===== src/design/dtcm_pkg.sv =====
package dtcm_pkg;

	// Default number of monitored trouble code records
	localparam int NUM_CHANNELS_DEF = 2;

	// Configuration register indexes
	localparam logic CFG_FAIL_LIMIT = 1'b0;
	localparam logic CFG_DEBOUNCE_THR = 1'b1;

	// Configuration reset values
	localparam logic [15:0] FAIL_LIMIT_RESET = 16'd100;
	localparam logic [6:0] DEBOUNCE_THR_RESET = 7'd10;

	// Aging: release of confirmed at 6, clear of failed-since-clear at 2
	localparam logic [2:0] AGING_RELEASE = 3'd6;
	localparam logic [2:0] AGING_CLEAR_SINCE = 3'd2;

	// Status byte bit positions
	localparam int SB_FAILED = 0;
	localparam int SB_FAILED_CYCLE = 1;
	localparam int SB_PENDING = 2;
	localparam int SB_CONFIRMED = 3;
	localparam int SB_NOT_DONE_CLR = 4;
	localparam int SB_FAILED_CLR = 5;
	localparam int SB_NOT_DONE_CYCLE = 6;

	// Latched debounced result
	typedef enum logic [1:0] {
		RES_NONE = 2'd0,
		RES_PASS = 2'd1,
		RES_FAIL = 2'd2
	} result_t;

	// Per-channel record
	typedef struct packed {
		logic signed [8:0] count;
		result_t result;
		logic [6:0] status;
		logic in_aging;
		logic [2:0] aging;
		logic saved_fail;
	} chan_state_t;

	// One sample beat as seen by the update logic
	typedef struct packed {
		logic [15:0] sensor_value;
		logic cycle_prev;
		logic cycle_now;
	} sample_t;

endpackage


===== src/design/dtcm_update.sv =====
module dtcm_update (
	input  dtcm_pkg::chan_state_t cur,
	input  dtcm_pkg::sample_t     smp,
	input  logic [15:0]           fail_limit,
	input  logic [6:0]            debounce_threshold,
	output dtcm_pkg::chan_state_t nxt
);

	logic signed [9:0] cnt_old;
	logic signed [9:0] cnt_new;
	logic signed [9:0] thr;
	logic test_fail;
	logic restart;
	logic now_stop;
	logic failed;
	logic passed;
	logic cond;
	dtcm_pkg::result_t res;
	logic signed [9:0] cnt_fin;
	logic [6:0] st;
	logic in_aging;
	logic [2:0] aging;

	// Debounce counter step and result latch
	always_comb begin
		cnt_old = 10'(cur.count);
		thr = $signed({3'b000, debounce_threshold});
		test_fail = (smp.sensor_value >= fail_limit);
		if (!test_fail) begin
			cnt_new = cnt_old - 10'sd1;
		end else if (cnt_old >= 10'sd0) begin
			cnt_new = cnt_old + 10'sd2;
		end else begin
			cnt_new = 10'sd1;
		end
		res = cur.result;
		cnt_fin = cnt_new;
		if (cnt_new >= thr) begin
			res = dtcm_pkg::RES_FAIL;
			cnt_fin = 10'sd0;
		end else if (cnt_new <= -thr) begin
			res = dtcm_pkg::RES_PASS;
			cnt_fin = 10'sd0;
		end
	end

	// Status bits, confirm stage and aging
	always_comb begin
		restart = !smp.cycle_prev && smp.cycle_now;
		now_stop = !smp.cycle_now;
		failed = (res == dtcm_pkg::RES_FAIL);
		passed = (res == dtcm_pkg::RES_PASS);
		st = cur.status;
		in_aging = cur.in_aging;
		aging = cur.aging;

		st[dtcm_pkg::SB_FAILED] = failed;

		if (restart) begin
			st[dtcm_pkg::SB_FAILED_CYCLE] = 1'b0;
		end else if (failed) begin
			st[dtcm_pkg::SB_FAILED_CYCLE] = 1'b1;
		end

		if (failed) begin
			st[dtcm_pkg::SB_PENDING] = 1'b1;
		end else if (now_stop && !st[dtcm_pkg::SB_FAILED_CYCLE]) begin
			st[dtcm_pkg::SB_PENDING] = 1'b0;
		end

		// confirmation needs a fail in this and the last stop-stop cycle
		cond = st[dtcm_pkg::SB_FAILED_CYCLE] && cur.saved_fail;
		if (!cur.in_aging) begin
			if (cond) begin
				st[dtcm_pkg::SB_CONFIRMED] = 1'b1;
				aging = 3'd0;
				in_aging = 1'b1;
			end else begin
				st[dtcm_pkg::SB_CONFIRMED] = 1'b0;
			end
		end else begin
			if (cur.aging == dtcm_pkg::AGING_RELEASE) begin
				st[dtcm_pkg::SB_CONFIRMED] = 1'b0;
				in_aging = 1'b0;
				aging = 3'd0;
			end else if (failed) begin
				aging = 3'd0;
			end else if (!cond && now_stop) begin
				aging = cur.aging + 3'd1;
			end
		end

		if (passed || failed) begin
			st[dtcm_pkg::SB_NOT_DONE_CLR] = 1'b0;
		end

		if (aging == dtcm_pkg::AGING_CLEAR_SINCE) begin
			st[dtcm_pkg::SB_FAILED_CLR] = 1'b0;
		end else if (failed) begin
			st[dtcm_pkg::SB_FAILED_CLR] = 1'b1;
		end

		if (restart) begin
			st[dtcm_pkg::SB_NOT_DONE_CYCLE] = 1'b1;
		end else if (passed || failed) begin
			st[dtcm_pkg::SB_NOT_DONE_CYCLE] = 1'b0;
		end
	end

	// Next record; snapshot of failed-this-cycle on a stop-stop cycle
	always_comb begin
		nxt.count = cnt_fin[8:0];
		nxt.result = res;
		nxt.status = st;
		nxt.in_aging = in_aging;
		nxt.aging = aging;
		nxt.saved_fail = cur.saved_fail;
		if (!smp.cycle_prev && now_stop) begin
			nxt.saved_fail = st[dtcm_pkg::SB_FAILED_CYCLE];
		end
	end

endmodule


===== src/design/dtc_status_monitor_top.sv =====
// A beat accepted into the input register is updated combinationally and lands
// in the result register, which drives the outputs, once the result stage moves.
// Throughput: one beat per cycle unless the result side stalls, back-to-back on
// the same channel, since each record is read, updated and written back as it moves.
// Reset (arst_n low, asynchronous): all channel records clear to zero, both
// stages empty, fail_limit returns to 100 and debounce_threshold to 10.
module dtc_status_monitor_top #(
	parameter int NUM_CHANNELS = dtcm_pkg::NUM_CHANNELS_DEF
) (
	input  logic        clk,
	input  logic        arst_n,
	// configuration
	input  logic        cfg_we,
	input  logic        cfg_index,
	input  logic [15:0] cfg_data,
	// sample channel
	input  logic        in_valid,
	output logic        in_stall,
	input  logic        channel,
	input  logic [15:0] sensor_value,
	input  logic        cycle_prev,
	input  logic        cycle_now,
	// result channel
	output logic        out_valid,
	input  logic        out_stall,
	output logic        channel_out,
	output logic [6:0]  status_byte,
	output logic [1:0]  test_result,
	output logic [2:0]  aging_count
);

	localparam int IdxW = (NUM_CHANNELS > 1) ? $clog2(NUM_CHANNELS) : 1;

	logic [15:0] fail_limit_q;
	logic [6:0] thr_q;

	logic valid_s1;
	logic channel_s1;
	dtcm_pkg::sample_t smp_s1;

	logic valid_s2;
	logic channel_s2;
	logic [6:0] status_s2;
	logic [1:0] result_s2;
	logic [2:0] aging_s2;

	dtcm_pkg::chan_state_t rec_q [NUM_CHANNELS];
	dtcm_pkg::chan_state_t cur;
	dtcm_pkg::chan_state_t nxt;

	logic advance;
	logic in_range;
	logic [IdxW-1:0] ch_idx;

	// Configuration registers
	always_ff @(posedge clk or negedge arst_n) begin
		if (!arst_n) begin
			fail_limit_q <= dtcm_pkg::FAIL_LIMIT_RESET;
			thr_q <= dtcm_pkg::DEBOUNCE_THR_RESET;
		end else if (cfg_we) begin
			unique case (cfg_index)
				dtcm_pkg::CFG_FAIL_LIMIT:   fail_limit_q <= cfg_data;
				dtcm_pkg::CFG_DEBOUNCE_THR: thr_q <= cfg_data[6:0];
				default:                    fail_limit_q <= fail_limit_q;
			endcase
		end
	end

	// Handshake: result stage moves when empty or taken
	assign advance = !valid_s2 || !out_stall;
	assign in_stall = valid_s1 && !advance;

	// Input stage
	always_ff @(posedge clk or negedge arst_n) begin
		if (!arst_n) begin
			valid_s1 <= 1'b0;
		end else if (in_valid && !in_stall) begin
			valid_s1 <= 1'b1;
		end else if (advance) begin
			valid_s1 <= 1'b0;
		end
	end

	always_ff @(posedge clk) begin
		if (in_valid && !in_stall) begin
			channel_s1 <= channel;
			smp_s1.sensor_value <= sensor_value;
			smp_s1.cycle_prev <= cycle_prev;
			smp_s1.cycle_now <= cycle_now;
		end
	end

	// Record select for the beat in the input stage
	assign ch_idx = IdxW'(channel_s1);
	assign in_range = (int'(channel_s1) < NUM_CHANNELS);

	always_comb begin
		cur = '0;
		for (int i = 0; i < NUM_CHANNELS; i++) begin
			if (ch_idx == IdxW'(i)) begin
				cur = rec_q[i];
			end
		end
	end

	dtcm_update u_update (
		.cur                (cur),
		.smp                (smp_s1),
		.fail_limit         (fail_limit_q),
		.debounce_threshold (thr_q),
		.nxt                (nxt)
	);

	// Channel records, written back as the beat moves to the result stage
	always_ff @(posedge clk or negedge arst_n) begin
		if (!arst_n) begin
			for (int i = 0; i < NUM_CHANNELS; i++) begin
				rec_q[i] <= '0;
			end
		end else if (advance && valid_s1 && in_range) begin
			for (int i = 0; i < NUM_CHANNELS; i++) begin
				if (ch_idx == IdxW'(i)) begin
					rec_q[i] <= nxt;
				end
			end
		end
	end

	// Result stage
	always_ff @(posedge clk or negedge arst_n) begin
		if (!arst_n) begin
			valid_s2 <= 1'b0;
		end else if (advance) begin
			valid_s2 <= valid_s1;
		end
	end

	always_ff @(posedge clk) begin
		if (advance && valid_s1) begin
			channel_s2 <= channel_s1;
			if (in_range) begin
				status_s2 <= nxt.status;
				result_s2 <= nxt.result;
				aging_s2 <= nxt.aging;
			end else begin
				status_s2 <= '0;
				result_s2 <= dtcm_pkg::RES_NONE;
				aging_s2 <= '0;
			end
		end
	end

	assign out_valid = valid_s2;
	assign channel_out = channel_s2;
	assign status_byte = status_s2;
	assign test_result = result_s2;
	assign aging_count = aging_s2;

`ifndef SYNTH
	// input side only backs up when both stages hold a beat
	a_stall_full: assert property (@(posedge clk) disable iff (!arst_n)
		in_stall |-> (valid_s1 && valid_s2))
		else $error("input stalled with a free stage");

	// a stalled result keeps the input stage beat in place
	a_s1_hold: assert property (@(posedge clk) disable iff (!arst_n)
		(valid_s1 && valid_s2 && out_stall) |=> (valid_s1 && $stable(channel_s1)))
		else $error("input stage beat lost under stall");

	// latched result is never the unused code
	a_result_code: assert property (@(posedge clk) disable iff (!arst_n)
		valid_s2 |-> (result_s2 != 2'b11))
		else $error("invalid latched result code");

	// aging count never passes the release value
	a_aging_max: assert property (@(posedge clk) disable iff (!arst_n)
		valid_s2 |-> (aging_s2 <= dtcm_pkg::AGING_RELEASE))
		else $error("aging count beyond release");
`endif

endmodule


===== config.mk =====
export PLATFORM = sky130hd
export DESIGN_NAME = dtc_status_monitor_top
export DESIGN_NICKNAME = d
export VERILOG_FILES = /design/src/design/dtcm_pkg.sv /design/src/design/dtcm_update.sv /design/src/design/dtc_status_monitor_top.sv
export SDC_FILE = /design/constraint.sdc
export NUM_CORES = 1
export LEC_CHECK = 0
export BUFFER_PORTS_ARGS = -buffer_cell sky130_fd_sc_hd__buf_2
export CAP_MARGIN = 10
export CORE_MARGIN = 2
export CORE_UTILIZATION = 45
export CTS_CLUSTER_SIZE = 40
export DETAILED_ROUTE_END_ITERATION = 10
export GPL_TIMING_DRIVEN = 0
export PLACE_DENSITY = 0.74
export SYNTH_ARGS = -nofsm -noshare
export SYNTH_HDL_FRONTEND = slang
export SYNTH_SLANG_ARGS = --single-unit

===== constraint.sdc =====
create_clock -name clk -period 9.1 [get_ports clk]
set_input_delay 1.365 -clock clk [delete_from_list [all_inputs] [get_ports clk]]
set_output_delay 1.365 -clock clk [all_outputs]
set_load 0.1 [all_outputs]

=== Word level (Yosys, flattened, before mapping) ===
Cells that the tools add are included.

* Flip-flop bits (word level): 103
* Input bits: 41
* Output and inout bits: 15
* Word-level logic and storage cells: 90

* Add/subtract/negate cells: 4
* $lt $le $gt $ge: 4
* Equality and inequality tests: 4
* Mux-type cells: 29
* Bitwise operators: 2
* Reductions and logical operators: 23

{| class="wikitable"
|+ Operators with widths
! kind !! count
|-
| 23-bit two-way mux || 1
|-
| 10-bit two-way mux || 2
|-
| 9-bit two-way mux || 2
|-
| 1-bit two-way mux || 17
|-
| 16-bit greater-or-equal comparator || 1
|-
| 3-bit two-way mux || 5
|-
| 9-bit by 3-bit adder with 10-bit output, second input constant || 1
|-
| 10-bit by 8-bit greater-or-equal comparator with 1-bit output || 1
|-
| 10-bit less-or-equal comparator || 1
|-
| 7-bit negation with 10-bit output || 1
|-
| 9-bit by 2-bit subtractor with 10-bit output, second input constant || 1
|-
| 9-bit by 1-bit greater-or-equal comparator with 1-bit output, second input constant || 1
|-
| 1-bit logical AND || 8
|-
| 1-bit zero test || 8
|-
| 2-bit AND reduction || 4
|-
| 2-bit two-way mux || 2
|-
| 3-bit by 1-bit adder with 3-bit output, second input constant || 1
|-
| 3-bit by 2-bit == test with 1-bit output, second input constant || 1
|-
| 3-bit == test, second input constant || 1
|-
| 2-bit by 1-bit == test with 1-bit output, second input constant || 1
|-
| 2-bit == test, second input constant || 1
|-
| 1-bit logical OR || 2
|-
| 1-bit inverter || 2
|-
| 2-bit nonzero test || 1
|}

=== Logic depth before layout (Yosys ltp) ===
Gate-level depths: netlist (run 1).

* Word-level depth: 19
* Depth in mapped cells: 26
* Gate-level depth less buffers: 22

=== Modules after synthesis ===
Synthesis (run 1) repeated with hierarchy kept, for this count alone.

* Cell total of the unflattened synthesis: 475
* Area, all modules: 5754.3 um^2

{| class="wikitable"
|+ By module, submodules not included
! module !! instances !! cells an instance !! area each (um^2) !! sequential area each (um^2)
|-
| dtc_status_monitor_top || 1 || 216 || 3987.6 || 2743.9
|-
| dtcm_update || 1 || 259 || 1766.7 || 0.0
|}

=== Worst setup path after synthesis (run 1) ===
Ideal clock, no wire load.

* Path kind: register to register
* Start point: register channel_s1, in the netlist ch_idx
* End point: register status_s2[5], in the netlist status_byte[5], data pin
* Library setup time: 0.258 ns
* Arrival: 4.913 ns
* Required time: 8.842 ns
* Setup slack: 3.929 ns
* Cell stages (with the launch flop): 25
* Buffers on the path: 4
* Clock period less this slack: 5.171 ns
* Cell sequence: edfxtp_1 -> buf_6 -> buf_4 -> buf_2 -> mux2i_1 -> inv_1 -> ha_1 -> inv_1 -> nor4_1 -> ha_1 -> a21oi_1 -> nor2b_1 -> ha_1 -> or3b_1 -> a211o_1 -> o21ai_1 -> a211oi_1 -> or3_1 -> ha_1 -> clkbuf_1 -> o41ai_1 -> a22oi_1 -> inv_2 -> and3_1 -> nor2_1

{| class="wikitable"
|+ RTL lines
! element !! line !! source
|-
| from (decl) || dtc_status_monitor_top.sv:38 || <nowiki>logic channel_s1;</nowiki>
|-
| from (signal assigned) || dtc_status_monitor_top.sv:86 || <nowiki>channel_s1 <= channel;</nowiki>
|-
| to (signal assigned) || dtc_status_monitor_top.sv:142 || <nowiki>status_s2 <= nxt.status;</nowiki>
|-
| to (decl) || dtc_status_monitor_top.sv:43 || <nowiki>logic [6:0] status_s2;</nowiki>
|}

==> results of run 1 <==
## worst max-delay path, delay by kind of cell (launching register included)
| family | cells | cell delay, ns |
|---|---|---|
| AO/OA/AOI/OAI | 9 | 2.32 |
| XOR/XNOR | 1 | 0.19 |
| adder cells (fa/ha/maj) | 3 | 0.91 |
| buffers and inverters | 5 | 0.95 |
| flip-flops | 1 | 0.41 |
| multiplexers | 2 | 0.59 |
| AND/OR/NAND/NOR | 4 | 0.87 |
## area by class of cell
class | count | area, um2 | area share (%)
timing repair buffer | 55 | 278 | 4.25
sequential | 101 | 2690 | 41.2
clock inverter | 5 | 38.8 | 0.593
tap | 172 | 215 | 3.29
clock buffer | 11 | 254 | 3.88
multi-input combinational | 388 | 2760 | 42.2
buffer | 24 | 126 | 1.93
inverter | 46 | 173 | 2.64
## logic make-up after synthesis
group	after synthesis
buffers and inverters	70
muxes	38
AOI/OAI and AO/OA	124
DFF	101
and+or+nand+nor	169
xor gates and xnor gates	16
adders and majority gates	41
## power breakdown
group / internal, mW / switching, mW / total [mW] / leakage, nW
sequential: 0.614 / 0.0749 / 0.689 / 1.17
combinational: 0.396 / 0.770 / 1.17 / 1.62
clock: 0.205 / 0.177 / 0.382 / 0.147
total: 1.21 / 1.02 / 2.24 / 2.94
## synthesized netlist by cell type (all sizes together), types with 2 or more instances
cell type | number | area, um2
a211o | 2 | 17.5
a211oi | 8 | 70.1
a21boi | 5 | 37.5
a21oi | 18 | 90.1
a22oi | 4 | 30.0
a2bb2oi | 4 | 35.0
and2 | 2 | 12.5
and3 | 3 | 18.8
buf | 10 | 73.8
clkbuf | 14 | 52.6
dfrtp | 64 | 1600
dfstp | 5 | 131
edfxtp | 32 | 961
ha | 41 | 513
inv | 46 | 173
mux2 | 22 | 248
mux2i | 16 | 171
nand2 | 96 | 360
nand2b | 7 | 43.8
nand3 | 10 | 50.1
nand3b | 2 | 15.0
nand4 | 6 | 37.5
nor2 | 13 | 48.8
nor2b | 8 | 50.1
nor3 | 10 | 50.1
nor3b | 3 | 27.5
nor4 | 4 | 25.0
o211ai | 4 | 30.0
o21a | 7 | 52.6
o21ai | 35 | 175
o221ai | 2 | 30.0
o22ai | 2 | 12.5
o31ai | 4 | 30.0
o32a | 2 | 20.0
o41ai | 19 | 196
or3 | 2 | 17.5
xnor2 | 11 | 96.3
xor2 | 5 | 43.8
## state kept, by name, summed over array words and instances (netlist names)
name,flops
aging_count,3
ch_idx,1
channel_out,1
fail_limit_q,16
out_valid,1
rec_q,44
smp_s1,18
status_byte,7
test_result,2
thr_q,7
valid_s1,1
## how the worst min path moves through the flow
stage	endpoint	startpoint	slack, ns
after floorplan	rec_q[35]	rec_q[35]	0.44
after global placement	rec_q[35]	rec_q[35]	0.45
after detailed placement	rec_q[35]	rec_q[35]	0.46
after CTS	rec_q[35]	rec_q[35]	0.48
after global routing	rec_q[45]	rec_q[45]	0.50
final	rec_q[30]	rec_q[30]	0.48
## layer usage
| metal | routed length [um] | GRT usage (%) | share of wire, % |
|---|---|---|---|
| met2 | 6510 | 34.6 | 49 |
| met5 | 0 | 0 | 0 |
| met3 | 751 | 3.24 | 5.7 |
| met4 | 240 | 8.39 | 1.8 |
| met1 | 5660 | 26.6 | 43 |
## stage by stage
stage	instances	setup slack, ns
after CTS	802	2.65
after floorplan	559	3.93
after global placement	786	2.90
after global routing	802	2.07
after detailed placement	786	2.71
final	802	2.57
==> impl_metrics.py, run 1 <==
metrics = {
    "timing": {
        "worst_clock_skew_ns": 0.0109,
        "tns_ns": 0,
        "maxSlewViolCount": 0,
        "rsz0062_at_grt": "false",
        "final_hold_viol_count": 0,
        "slew_headroom_pct": 40.3,
        "tightestPinTransition_ns": 0.895,
        "fmaxAchievable_ghz": 0.153,
        "holdWs_ns": 0.479,
        "post-route-period-util_pct": 71.8,
        "finalSetupViolations": 0,
        "finalWorstPathRequiredPeriod_ns": 6.53,
    },
    "setup_path": {
        "ff2ff_path_depth": 24,
        "critical_path_peak_fanout": 10,
        "worst_path_max_delay_cell": "o21ai_1",
        "timing.setup.critical_path_class": "register to register",
        "worst_ep_arrival_time_ns": 6.64,
        "cell_repeated_most_along_the_worst_path": "ha_1",
        "ff2ff_setup_slack_ns": 2.57,
        "crit-reg2reg-capture": "status_byte[5]",
        "worst_path_required_time_ns": 9.20,
        "start_kind": "register",
        "worstPathCellList": "buf_6 -> buf_4 -> buf_2 -> mux2i_1 -> inv_1 -> ha_1 -> nand3_1 -> xor2_1 -> mux2i_1 -> a2bb2oi_1 -> inv_1 -> ha_1 -> o21a_1 -> o21bai_1 -> a31oi_1 -> o21ai_1 -> a211oi_1 -> or3_1 -> ha_1 -> o221ai_2 -> a211oi_1 -> a22oi_1 -> and3_1 -> nor2_1",
        "crit_path_start": "ch_idx",
        "crit_path_end_kind": "register",
        "slowest_delay_ns": 0.55,
        "crit-reg2reg-launch": "ch_idx",
        "worst_setup_path_endpoint": "status_byte[5]",
    },
    "floorplan": {
        "vertical_die_dimension_um": 117,
        "floorplan.die_area_um2": 13700,
        "core.rowCount": 41,
        "fp.dieW_um": 117,
        "io_pins": 56,
        "initial_core_util_pct": 45.8,
        "coreArea_um2": 12600,
    },
    "drt": {
        "drcViolationCount": 0,
        "ant_nets": 0,
        "route.final.wire_length_um": 13200,
        "drt-pass1-iter-count": 5,
        "detail_route.iter0.violations": 406,
        "vias_per_cell": 5.61,
        "routed-via-count": 4500,
        "wire_per_inst_um": 16.4,
    },
    "synth": {
        "syn_avg_cell_area_um2": 10.3,
        "mux_share_of_post_synthesis_cell_area_pct": 7.28,
        "ys.flop_type": "dfrtp_1",
        "synth_async_sr_flop_share_pct": 68.3,
        "yosysWarningCount": 0,
        "synth_seq_cells": 101,
        "netlist_area_um2": 5750,
        "synth_cell_types": 60,
        "postSynthCellCount": 559,
        "synth-compound-area-share_pct": 15.8,
        "yosysSeqAreaShare_pct": 46.8,
        "synth_top_family_by_area": "compound AO/OA/AOI/OAI gates",
        "synth-edff-count": 32,
        "synth_fa_ha_area_share_pct": 8.91,
        "synth_fp_nets": 641,
        "post_synth_simple_gate_area_pct": 13.6,
        "synth_xor_area_share_pct": 2.44,
    },
    "finish": {
        "final_common_cell": "nand2_1",
        "area_growth_syn_to_layout_pct": 13.7,
        "finalNetCount": 707,
        "post-route-util_pct": 52.0,
        "layout.filler_cells": 1087,
        "post_route_cells_drive_above_1_share_pct": 18.9,
        "antenna-diode-count": 0,
        "finalInstanceArea_um2": 6540,
        "final_cell_mix": "nand2_1, dfrtp_1, buf_2",
    },
    "cts": {
        "cts.path.max_buffers": 2,
        "ctsRootBufferMaster": "clkbuf_16",
        "cts_inserted_buffers": 9,
        "cts.htree.levels": 3,
        "clock-sinks": 101,
        "clkSlewWorstSetupHoldPaths_ns": 0.07,
        "cts-resized-gates": 0,
        "cts_setup_buffers": 0,
        "hold_fix_buffers_at_cts": 0,
        "clk_latency_ns": 0.35,
        "tritoncts": "built",
    },
    "global_route": {
        "total_routing_usage_gr_pct": 20.5,
        "grt_pass1_wl_um": 21800,
        "largest_net_degree_at_the_start_of_global_routing": 70,
        "grt.overflow.total": 0,
        "grt_antenna_before_repair": 0,
        "first_global_vias": 4560,
    },
    "flow_run": {
        "timing.max_cap.violations": 0,
    },
    "place": {
        "io_buffers": 55,
        "dp_hpwl_um": 9370,
        "global_placement_routability_congestion": 0.852,
        "dpl-instance-area_um2": 6250,
    },
    "status": {
        "run_status": "completed",
    },
    "hold_path": {
        "hold_path_class": "register to register",
        "min_path_cells": 2,
    },
    "pwr": {
        "vdd.ir_drop.worst_mv": 0.153,
        "design_power_total_mw": 2.24,
        "power.static_leakage_nw": 2.94,
        "power_density_nw_per_um2": 342,
    },
}
No activity file was read; power rests on OpenSTA's default activity.
==> run 2: changes to the inputs <==
==> constraint.sdc (replaced) <==
create_clock -name clk -period 6.6 [get_ports clk]
set_input_delay 0.99 -clock clk [delete_from_list [all_inputs] [get_ports clk]]
set_output_delay 0.99 -clock clk [all_outputs]
set_load 0.1 [all_outputs]
==> run 2 against run 1 <==
Compared with the run above:
- design area increased by 0.34%
- worst hold slack worse by 0.0015 ns
- clock power grew 38%
- global-route usage stayed put
- setup slack worse by 2.2 ns
- die area is the same
- clock-buffer cell count unchanged
- cell count decreased by 0.12%
- largest cell class unchanged
==> impl_metrics.py, run 2 (synthesized netlist as in run 1, its figures left out) <==
metrics = {
    "status": {
        "run_status": "completed",
    },
    "global_route": {
        "grt_antenna_before_repair": 0,
        "first_global_vias": 4560,
        "total_routing_usage_gr_pct": 20.5,
        "grt.overflow.total": 0,
        "grt_pass1_wl_um": 21800,
        "largest_net_degree_at_the_start_of_global_routing": 70,
    },
    "setup_path": {
        "cell_repeated_most_along_the_worst_path": "ha_1",
        "critical_path_peak_fanout": 19,
        "worstPathCellList": "buf_6 -> buf_4 -> mux2i_2 -> inv_1 -> ha_1 -> inv_1 -> nor4_1 -> ha_1 -> a21oi_1 -> nor2b_1 -> ha_1 -> or3b_1 -> a211o_1 -> o21ai_1 -> a211oi_1 -> or3_1 -> ha_1 -> clkbuf_1 -> o41ai_1 -> a22oi_1 -> inv_2 -> and3_1 -> nor2_1",
        "worst_path_max_delay_cell": "o21ai_1",
        "slowest_delay_ns": 0.52,
        "timing.setup.critical_path_class": "register to register",
        "worst_path_required_time_ns": 6.71,
        "worst_ep_arrival_time_ns": 6.32,
        "start_kind": "register",
        "crit_path_end_kind": "register",
    },
    "hold_path": {
        "hold_path_class": "register to register",
    },
    "finish": {
        "post-route-util_pct": 52.2,
        "largest_reg_flops": 44,
        "finalInstanceArea_um2": 6560,
        "layout.filler_cells": 1077,
        "regMostFlops": "rec_q",
        "finalNetCount": 706,
        "antenna-diode-count": 0,
        "final_cell_mix": "nand2_1, dfrtp_1, buf_2",
        "leading_registers_by_flop_count": "rec_q: 44 flops, smp_s1: 18 flops, fail_limit_q: 16 flops",
        "seqCellArea_um2": 2690,
        "final_common_cell": "nand2_1",
        "multiInputGateArea_um2": 2790,
        "area_growth_syn_to_layout_pct": 14.0,
        "post_route_cells_drive_above_1_share_pct": 19.2,
    },
    "drt": {
        "drcViolationCount": 0,
        "detail_route.iter0.violations": 353,
        "drt-pass1-iter-count": 5,
        "vias_per_cell": 5.66,
        "routed-via-count": 4533,
        "route.final.wire_length_um": 13100,
        "ant_nets": 0,
        "wire_per_inst_um": 16.4,
    },
    "pwr": {
        "design_power_total_mw": 3.10,
        "power_switching_mw": 1.42,
        "power.static_leakage_nw": 2.95,
        "power_density_nw_per_um2": 473,
        "vdd.ir_drop.worst_mv": 0.211,
        "share_seq_of_total_power_pct": 30.7,
        "switching_power_share_of_the_total_pct": 45.7,
        "cellInternalPower_mw": 1.69,
        "share_clk_of_total_power_pct": 17.0,
        "comb_power_share_pct": 52.4,
    },
    "floorplan": {
        "io_pins": 56,
        "coreArea_um2": 12600,
        "core.rowCount": 41,
        "vertical_die_dimension_um": 117,
        "floorplan.die_area_um2": 13700,
        "fp.dieW_um": 117,
        "initial_core_util_pct": 45.8,
    },
    "flow_run": {
        "timing.max_cap.violations": 0,
    },
    "cts": {
        "ctsRootBufferMaster": "clkbuf_16",
        "clkSlewWorstSetupHoldPaths_ns": 0.07,
        "cts_setup_buffers": 0,
        "cts_inserted_buffers": 9,
        "cts.path.max_buffers": 2,
        "tritoncts": "built",
        "clk_latency_ns": 0.36,
        "clock-sinks": 101,
        "cts.htree.levels": 3,
    },
    "timing": {
        "tns_ns": 0,
        "fmaxAchievable_ghz": 0.161,
        "rsz0062_at_grt": "false",
        "finalWorstPathRequiredPeriod_ns": 6.21,
        "finalSetupViolations": 0,
        "worst_clock_skew_ns": 0.0121,
        "post-route-period-util_pct": 94.1,
        "slew_headroom_pct": 40.1,
        "tightestPinTransition_ns": 0.898,
        "final_hold_viol_count": 0,
        "maxSlewViolCount": 0,
    },
    "place": {
        "dp_hpwl_um": 9370,
        "io_buffers": 55,
        "global_placement_routability_congestion": 0.852,
        "dpl-instance-area_um2": 6250,
    },
}
[run 2: cell count changes in the layout (fill, tap and decap cells not counted), sizes merged]
cell	delta
buf	-1
[run 2: final cells by class]
cell class,instances,area share (%)
inverters,46,2.63
flip-flops and latches,101,41.0
clock inverters,5,0.591
well taps,172,3.28
repair buffers,55,4.23
plain buffers,23,1.85
clock buffers,11,3.87
multi-input cells,388,42.5
[run 2: power groups by stage]
| stage | registers [mW] | logic, mW | clock network [mW] |
|---|---|---|---|
| floorplan | 1.17 | 1.01 | 0 |
| global placement | 0.946 | 1.52 | 0 |
| detailed placement | 0.958 | 1.58 | 0 |
| CTS | 0.948 | 1.59 | 0.532 |
| global route | 0.970 | 1.78 | 0.555 |
| finish | 0.952 | 1.62 | 0.526 |
[run 2: worst paths after layout]
check                      startpoint               to  slack (ns)  cells past startpoint
max                            ch_idx   status_byte[5]        0.39                     23
min                         rec_q[35]        rec_q[35]        0.48                      2
max reg2reg                    ch_idx   status_byte[5]        0.39                     23
min reg2reg                 rec_q[35]        rec_q[35]        0.48                      2
max in group asynchronous      arst_n  fail_limit_q[0]        5.26                      1
min in group asynchronous      arst_n        rec_q[11]        0.76                      1
[run 2: timing repair]
item,in CTS,in global routing
resized for setup,0,4
hold buffers,0,0
setup endpoints to repair,0,8
[run 2: through the flow]
stage	hold slack, ns	cells	setup WS (ns)
after detailed placement	0.461	786	0.206
after CTS	0.479	802	0.154
after floorplan	0.435	559	1.43
after global routing	0.500	801	0.0143
after global placement	0.447	786	0.395
final	0.478	801	0.388
[run 2: worst max-delay path, delay by kind of cell (launching register included)]
| kind | cells | cell delay, ns |
|---|---|---|
| flip-flops | 1 | 0.41 |
| AND/OR/NAND/NOR | 6 | 1.18 |
| adder cells (fa/ha/maj) | 4 | 1.13 |
| AO/OA/AOI/OAI | 6 | 1.77 |
| multiplexers | 1 | 0.40 |
| buffers and inverters | 6 | 1.04 |
[run 2: per-layer routing]
layer	GRT usage (%)	up-vias	share of wire (%)
met4	8.39	0	1.9
met3	3.24	24	5.8
met2	34.6	174	50
met5	0	-	0
li1	-	2137	-
met1	26.6	2198	43
==> run 3: changes to the inputs <==
--- a/config.mk
+++ b/config.mk
@@ -8,11 +8,11 @@
 export BUFFER_PORTS_ARGS = -buffer_cell sky130_fd_sc_hd__buf_2
 export CAP_MARGIN = 10
 export CORE_MARGIN = 2
-export CORE_UTILIZATION = 45
+export CORE_UTILIZATION = 60
 export CTS_CLUSTER_SIZE = 40
 export DETAILED_ROUTE_END_ITERATION = 10
 export GPL_TIMING_DRIVEN = 0
-export PLACE_DENSITY = 0.74
+export PLACE_DENSITY = 0.92
 export SYNTH_ARGS = -nofsm -noshare
 export SYNTH_HDL_FRONTEND = slang
 export SYNTH_SLANG_ARGS = --single-unit
==> run 3 against run 2 <==
Compared with the run above:
- die area is 24% lower
- largest cell class unchanged
- flip-flop and latch count stayed put
- non-clock buffer count is 1 higher
- critical path depth stayed put
- via count is 4.2% higher
==> impl_metrics.py, run 3 (synthesized netlist as in run 1, its figures left out) <==
metrics = {
    "cts": {
        "tritoncts": "built",
        "cts_setup_buffers": 0,
        "cts_inserted_buffers": 9,
        "cts.htree.levels": 3,
        "cts-resized-gates": 0,
        "clkSlewWorstSetupHoldPaths_ns": 0.12,
        "hold_fix_buffers_at_cts": 0,
        "clk_latency_ns": 0.38,
        "cts.path.max_buffers": 2,
        "ctsRootBufferMaster": "clkbuf_8",
        "clock-sinks": 101,
    },
    "status": {
        "run_status": "completed",
    },
    "place": {
        "preCtsSetupSlack_ns": 0.217,
        "dp.cells": 743,
        "global_placement_routability_congestion": 0.856,
        "dpl-instance-area_um2": 6190,
        "dp_hpwl_um": 10100,
        "io_buffers": 55,
    },
    "timing": {
        "fmaxAchievable_ghz": 0.156,
        "finalWorstPathRequiredPeriod_ns": 6.43,
        "tightestPinTransition_ns": 0.883,
        "maxSlewViolCount": 0,
        "slew_headroom_pct": 41.2,
        "post-route-period-util_pct": 97.4,
        "final_hold_viol_count": 0,
        "worst_clock_skew_ns": 0.0172,
        "post-route-worst-setup-slack_ns": 0.171,
        "finalSetupViolations": 0,
    },
    "floorplan": {
        "floorplan.die_area_um2": 10400,
        "coreArea_um2": 9280,
        "fp.dieW_um": 102,
        "core.rowCount": 35,
        "vertical_die_dimension_um": 102,
        "io_pins": 56,
        "initial_core_util_pct": 62.0,
    },
    "finish": {
        "final_common_cell": "nand2_1",
        "antenna-diode-count": 0,
        "largest_reg_flops": 44,
        "seqCellArea_um2": 2690,
        "multiInputGateArea_um2": 2800,
        "regMostFlops": "rec_q",
        "leading_registers_by_flop_count": "rec_q: 44 flops, smp_s1: 18 flops, fail_limit_q: 16 flops",
        "finalNetCount": 707,
        "final_cell_mix": "nand2_1, dfrtp_1, buf_2",
        "post_route_cells_drive_above_1_share_pct": 20.0,
        "fin_cells": 759,
        "area_growth_syn_to_layout_pct": 11.6,
        "finalInstanceArea_um2": 6420,
        "layout.filler_cells": 628,
    },
    "pwr": {
        "power.static_leakage_nw": 2.91,
        "switching_power_share_of_the_total_pct": 48.6,
        "share_seq_of_total_power_pct": 31.5,
        "power_switching_mw": 1.48,
        "comb_power_share_pct": 55.5,
        "design_power_total_mw": 3.04,
        "cellInternalPower_mw": 1.56,
        "power_density_nw_per_um2": 474,
        "vdd.ir_drop.worst_mv": 0.243,
        "share_clk_of_total_power_pct": 13.0,
    },
    "global_route": {
        "grt_pass1_wl_um": 23200,
        "grt.overflow.total": 0,
        "grt_antenna_before_repair": 0,
        "first_global_vias": 4847,
        "total_routing_usage_gr_pct": 28.7,
        "largest_net_degree_at_the_start_of_global_routing": 70,
    },
    "drt": {
        "route.final.wire_length_um": 14200,
        "drcViolationCount": 0,
        "routed-via-count": 4724,
        "ant_nets": 0,
        "vias_per_cell": 6.22,
        "drt-pass1-iter-count": 5,
        "detail_route.iter0.violations": 541,
        "wire_per_inst_um": 18.7,
    },
    "setup_path": {
        "worst_ep_arrival_time_ns": 6.68,
        "ff2ff_path_depth": 23,
        "ff2ff_setup_slack_ns": 0.17,
        "crit_path_start": "ch_idx",
        "timing.setup.critical_path_class": "register to register",
        "start_kind": "register",
        "crit-reg2reg-capture": "status_byte[5]",
        "critical_path_peak_fanout": 10,
        "worst_path_required_time_ns": 6.85,
        "crit-reg2reg-launch": "ch_idx",
        "crit_path_end_kind": "register",
    },
    "hold_path": {
        "hold_path_class": "register to register",
        "min_path_cells": 2,
        "worst_hold_startpoint": "rec_q[30]",
        "min_delay_worst_endpoint": "rec_q[30]",
    },
    "flow_run": {
        "timing.max_cap.violations": 0,
    },
}
==> run 3: final cells by class <==
| cell class | instances | share of cell area, % |
|---|---|---|
| flip-flops and latches | 101 | 42.0 |
| well taps | 129 | 2.51 |
| clock buffers | 9 | 1.93 |
| inverters | 46 | 2.69 |
| plain buffers | 24 | 1.99 |
| multi-input cells | 388 | 43.6 |
| repair buffers | 55 | 4.33 |
| clock inverters | 7 | 0.974 |
==> run 3: power groups by stage <==
stage                     clock, mW  sequential (mW)  combinational, mW
after floorplan                   0             1.17               1.01
after global placement            0            0.945               1.50
after detailed placement          0            0.962               1.60
after CTS                     0.394            0.950               1.62
after global routing          0.416            0.975               1.83
final                         0.396            0.959               1.69
==> run 3: how the worst max path moves through the flow <==
stage	endpoint	depth (start not counted)
after floorplan	status_byte[5]	24
after global placement	status_byte[5]	24
after detailed placement	status_byte[5]	25
after CTS	status_byte[5]	25
after global routing	status_byte[5]	23
final	status_byte[5]	23
==> run 3: worst max-delay path: stages, from the launching register on <==
cell      delay (ns)
edfxtp_1        0.46
buf_6           0.20
buf_4           0.23
buf_2           0.31
mux2i_1         0.43
inv_1           0.08
ha_1            0.26
inv_1           0.11
nor4_1          0.07
ha_1            0.24
a21oi_1         0.16
nor2b_1         0.07
ha_1            0.30
or3b_1          0.37
a211o_1         0.25
o21ai_1         0.48
a211oi_1        0.19
or3_1           0.39
ha_1            0.28
clkbuf_2        0.23
o41ai_1         0.64
a22oi_2         0.22
and3_1          0.22
nor2_1          0.10
==> run 3: routing by layer <==
layer  track usage (%)  vias up  wire length (um)
met1              35.6     2271              5510
met5                 0        -                 0
met4              12.0        0               439
li1                  -     2134                 -
met2              48.9      262              7190
met3              6.22       57              1070
==> run 3: per-stage QoR <==
stage / setup TNS, ns / hold slack [ns] / util, %
after global placement: 0 / 0.446 / 66.7
after detailed placement: 0 / 0.459 / 66.7
after global routing: -0.302 / 0.506 / 69.2
final: 0 / 0.484 / 69.2
after floorplan: 0 / 0.435 / -
after CTS: 0 / 0.484 / 68.7
